## config.mk

```make
export PLATFORM = sky130hd
export DESIGN_NAME = satl_front
export DESIGN_NICKNAME = d
export VERILOG_FILES = /design/src/hdl/satl_pkg.sv /design/src/hdl/satl_front.sv
export SDC_FILE = /design/constraint.sdc
export NUM_CORES = 1
export LEC_CHECK = 0
export ABC_AREA = 1
export ABC_CLOCK_PERIOD_IN_PS = 4100
export BUFFER_PORTS_ARGS = -buffer_cell sky130_fd_sc_hd__clkbuf_2
export CAP_MARGIN = 10
export CORE_ASPECT_RATIO = 1.4
export CORE_UTILIZATION = 35
export CTS_CLUSTER_SIZE = 8
export DETAILED_ROUTE_END_ITERATION = 8
export PLACE_DENSITY_LB_ADDON = 0.1
export SETUP_SLACK_MARGIN = 0.05
export SKIP_CTS_REPAIR_TIMING = 1
export SLEW_MARGIN = 0
export SYNTH_ARGS = -nofsm -noshare
export SYNTH_HDL_FRONTEND = slang
export SYNTH_SLANG_ARGS = --single-unit
```

## constraint.sdc

```tcl
create_clock -name clk -period 4.1 [get_ports clk]
set_clock_uncertainty 0.2 [all_clocks]
set_input_delay 0.205 -clock clk [delete_from_list [all_inputs] [get_ports clk]]
set_output_delay 0.205 -clock clk [all_outputs]
set_load 0.05 [all_outputs]
```

## src/hdl/satl_pkg.sv

```systemverilog
// ----------------------------------------------------------------------------
// satl_pkg: shared types and constants of the set-associative tag store
// Geometry, state width, operation codes and the beat passed from the front
// part to the back part.
// ----------------------------------------------------------------------------
package satl_pkg;

    localparam int SETS     = 64;
    localparam int WAYS     = 4;
    localparam int TAG_BITS = 32;

    localparam int SET_W  = (SETS > 1) ? $clog2(SETS) : 1;
    localparam int WAY_W  = (WAYS > 1) ? $clog2(WAYS) : 1;
    localparam int ENT_W  = SET_W + WAY_W;
    localparam int DEPTH  = SETS * WAYS;
    localparam int STATE_W = 3;
    localparam int MASK_W  = 8;

    localparam logic [MASK_W-1:0] DIRTY_MASK_RESET = 8'd24;

    typedef enum logic [1:0] {
        OP_LOOKUP = 2'd0,
        OP_CHANGE = 2'd1,
        OP_TOUCH  = 2'd2,
        OP_INSERT = 2'd3
    } op_t;

    // One operation as decoded by the front part.
    typedef struct packed {
        op_t                 op;
        logic [SET_W-1:0]    set_idx;
        logic [TAG_BITS-1:0] tag;
        logic [STATE_W-1:0]  new_state;
    } req_t;

    typedef struct packed {
        logic                hit;
        logic [STATE_W-1:0]  line_state;
        logic [TAG_BITS-1:0] victim_tag;
        logic                writeback_needed;
    } rsp_t;

endpackage

```

## src/hdl/satl_front.sv

```systemverilog
// ----------------------------------------------------------------------------
// satl_front: input queue
// Accepts beats, reduces the set index and tag, and holds them in a short
// queue until the back part takes them.
// ----------------------------------------------------------------------------
module satl_front
    import satl_pkg::*;
(
    input  logic                clk,
    input  logic                rst_n,
    input  logic                push,
    output logic                full,
    input  logic [1:0]          mode,
    input  logic [5:0]          set_index,
    input  logic [31:0]         tag,
    input  logic [2:0]          new_state,
    output logic                req_valid,
    input  logic                req_take,
    output req_t                req
);

    localparam int QD = 2;

    req_t     q_reg [QD];
    logic     wp_reg, wp_next, rp_reg, rp_next;
    logic [1:0] cnt_reg, cnt_next;
    req_t     in_req;
    logic     do_push, do_pop;
    logic [5:0] set_mod;
    logic [31:0] tag_m;

    always_comb
    begin
        set_mod = 6'({1'b0, set_index} % 7'(SETS));
        tag_m   = tag & 32'((64'd1 << TAG_BITS) - 64'd1);
        in_req.op        = op_t'(mode);
        in_req.set_idx   = set_mod[SET_W-1:0];
        in_req.tag       = TAG_BITS'(tag_m);
        in_req.new_state = new_state;
    end

    assign full      = (cnt_reg == 2'(QD));
    assign req_valid = (cnt_reg != 2'd0);
    assign req       = q_reg[rp_reg];
    assign do_push   = push && !full;
    assign do_pop    = req_valid && req_take;

    always_comb
    begin
        wp_next  = do_push ? ~wp_reg : wp_reg;
        rp_next  = do_pop ? ~rp_reg : rp_reg;
        cnt_next = cnt_reg + 2'(do_push) - 2'(do_pop);
    end

    always_ff @(posedge clk)
    begin
        if (do_push)
        begin
            q_reg[wp_reg] <= in_req;
        end
    end

    always_ff @(posedge clk or negedge rst_n)
    begin
        if (!rst_n)
        begin
            wp_reg  <= 1'b0;
            rp_reg  <= 1'b0;
            cnt_reg <= 2'd0;
        end
        else
        begin
            wp_reg  <= wp_next;
            rp_reg  <= rp_next;
            cnt_reg <= cnt_next;
        end
    end

endmodule

```

==> impl_metrics.yaml <==
min_path:
  hp-class: "input port to flip-flop"
floorplan:
  rows: 42
  die_area_um2: 10200
  initial_core_util_pct: 36.0
  die_height_um: 119
  pin_count: 92
  die_w_um: 85.6
  core_area_um2: 9510
routing:
  route.detailed.drc: 0
  vias: 2209
  routed.top_layer: "met4"
  met1_length_um: 2770
  via_per_inst: 4.14
  dr_wl_met2_um: 3240
  drt_wl_total_um: 6480
  wl_per_cell_um: 12.2
  drt_iter0_markers: 103
  wl_met3_um: 289
  firstDrtPassIters: 4
  ant_nets: 0
synthesis:
  yosysWarnings: 0
  syn_nets: 306
  ys_seq_area_share_pct: 78.2
  synth_compound_area_share_pct: 0
  synthesis.area_um2: 3430
  synth_xor_area_share_pct: 0
  syn-instance-count: 257
  yosys.area.top_type: "edfxtp_1"
  synth_top_family_by_area: "simple AND/OR/NAND/NOR gates"
  synth_area_leaders: "edfxtp_1 (75%), nand2_1 (14%), dfrtp_1 (2.9%)"
  synthSimpleGateAreaFrac_pct: 16.8
  synth_adder_area_share_pct: 0.730
  syn_area_per_cell_um2: 13.3
  synth_top_area_share_pct: 75.3
  ys_ff_latch: 90
  ys_types: 12
  synthMuxAreaShare_pct: 0
run_status:
  violations: "negative hold slack"
  status: "complete, but fails checks"
clock_network:
  clk-insertion-delay-late_ns: 0.33
  root_buffer: "clkbuf_16"
  numCtsBuffers: 9
  cts_max_level: 3
  clk_pin_slew_ns: 0.06
  cts_buffer_depth: 2
  clock-sinks: 90
  cts_tree: "done"
timing:
  tns_ns: 0
  finalHoldViolCount: 1
  timing.fmax_mhz: 411
  maxSlewViolCount: 0
  finalSetupViolations: 0
  tightest_slew_ns: 0.994
  period_minus_slack_ns: 2.43
  holdWs_ns: -0.0120
  rsz0062_at_grt: "no"
  min_period_over_period_pct: 59.4
  slew-limit-headroom_pct: 33.7
setup_path:
  slowest_delay_ns: 0.96
  critPathMaxFanout: 45
  worst_setup_path_end_kind: "output pin"
  cp.required_ns: 3.69
  crit_chain: "inv_8 > nand2_1 > nand2_1 > clkbuf_2"
  cp.arrival_ns: 2.03
  crit_top_cell: "nand2_1"
  critPathKind: "flip-flop to output pin"
  cpMaxStageDelayCell: "dfrtp_2"
  critPathLaunchType: "flip-flop"
placement:
  gp_congestion: 0.694
  dp_hpwl_um: 3780
  port_buffers: 91
finish:
  antenna-diode-count: 0
  drive_above_1_share_pct: 29.7
  largest_reg_flops: 86
  fin_util_pct: 49.7
  nFillCells: 874
  area_growth_pct: 37.8
  fin_nets: 445
flow_run:
  cap_viol_max_count: 0
power:
  ir_drop_v: 0.000430
  power.density_nw_per_um2: 815
  p_leak_nw: 2.06
global_route:
  first_global_vias: 2002
  grt_max_degree: 46
  grt.overflow.total: 0
  grt_pass1_wl_um: 9800
  track_usage_pct: 13.0
  antenna_found_initial: 0
[layout make-up]
cell class                 count  area [um2]  area share (%)
clock inverter                 7        83.8            1.77
inverter                      10        45.0           0.953
tap                          132         165            3.49
timing repair buffer         137         913            19.3
multi-input combinational    148         609            12.9
sequential                    90        2680            56.8
clock buffer                   9         225            4.77
[Yosys cell counts]
cell type and instances:
nand2_1 132, edfxtp_1 86, nand2_2 10, inv_1 9, buf_6 5, dfrtp_1 4
buf_4 3, nand3_1 3, ha_1 2, buf_12 1, inv_8 1, nor2_1 1
[worst max-delay path: cells and delay by family, from the launching register on]
family,cells,cell delay [ns]
flip-flops,1,0.96
AND/OR/NAND/NOR,2,0.22
buffers and inverters,2,0.51
[kinds of logic (layout without fill, tap and decap cells)]
group	after synthesis	after routing
simple gates	146	146
flops	90	90
buf+inv	19	163
fa+ha+maj	2	2
[through the flow]
stage          setup WS [ns]  power, mW  instances  area [um2]
2_1_floorplan           1.09       2.70        257        3430
3_3_place_gp            1.91       3.02        472        3970
3_5_place_dp            1.92       3.03        472        3970
4_1_cts                 1.55       3.88        488        4280
5_1_grt                 1.46       4.05        533        4730
6_report                1.67       3.85        533        4730
[placed cells by master (no fill, tap or decap)]
cell type	Yosys	routed
nand2_1	132	132
dlygate4sd3_1	0	45
dfrtp_1	4	3
ha_1	2	2
buf_4	3	1
edfxtp_1	86	86
inv_2	0	1
inv_8	1	1
clkinv_1	0	3
clkinv_2	0	1
clkbuf_2	0	91
dfrtp_2	0	1
nor2_4	0	1
bufinv_16	0	2
inv_1	9	8
clkinvlp_4	0	1
clkbuf_16	0	9
nand2_2	10	10
nand3_1	3	3
[routing by layer]
layer	up-vias	global-route usage, %
met5	-	0
met4	0	9.06
met3	12	3.12
met2	57	21.1
met1	1003	14.9
li1	1137	-
[power by group]
part	total [mW]	switching, mW	internal (mW)
registers	1.38	0.122	1.26
logic	1.63	1.30	0.330
clock network	0.845	0.319	0.526
total	3.85	1.74	2.11
[path summary, 6_finish.rpt]
check / start / slack, ns / cells past startpoint / end
worst max-delay path: rp_reg / 1.67 / 4 / req[1]
worst min-delay path: push / -0.01 / 3 / wp_reg
worst max register to register: cnt_reg[1] / 1.99 / 4 / q_reg[1][4]
worst min register to register: wp_reg / 0.28 / 2 / wp_reg
max in group asynchronous: rst_n / 3.51 / 2 / rp_reg
min in group asynchronous: rst_n / 0.04 / 2 / wp_reg
Power figures use the tool's default switching activity.
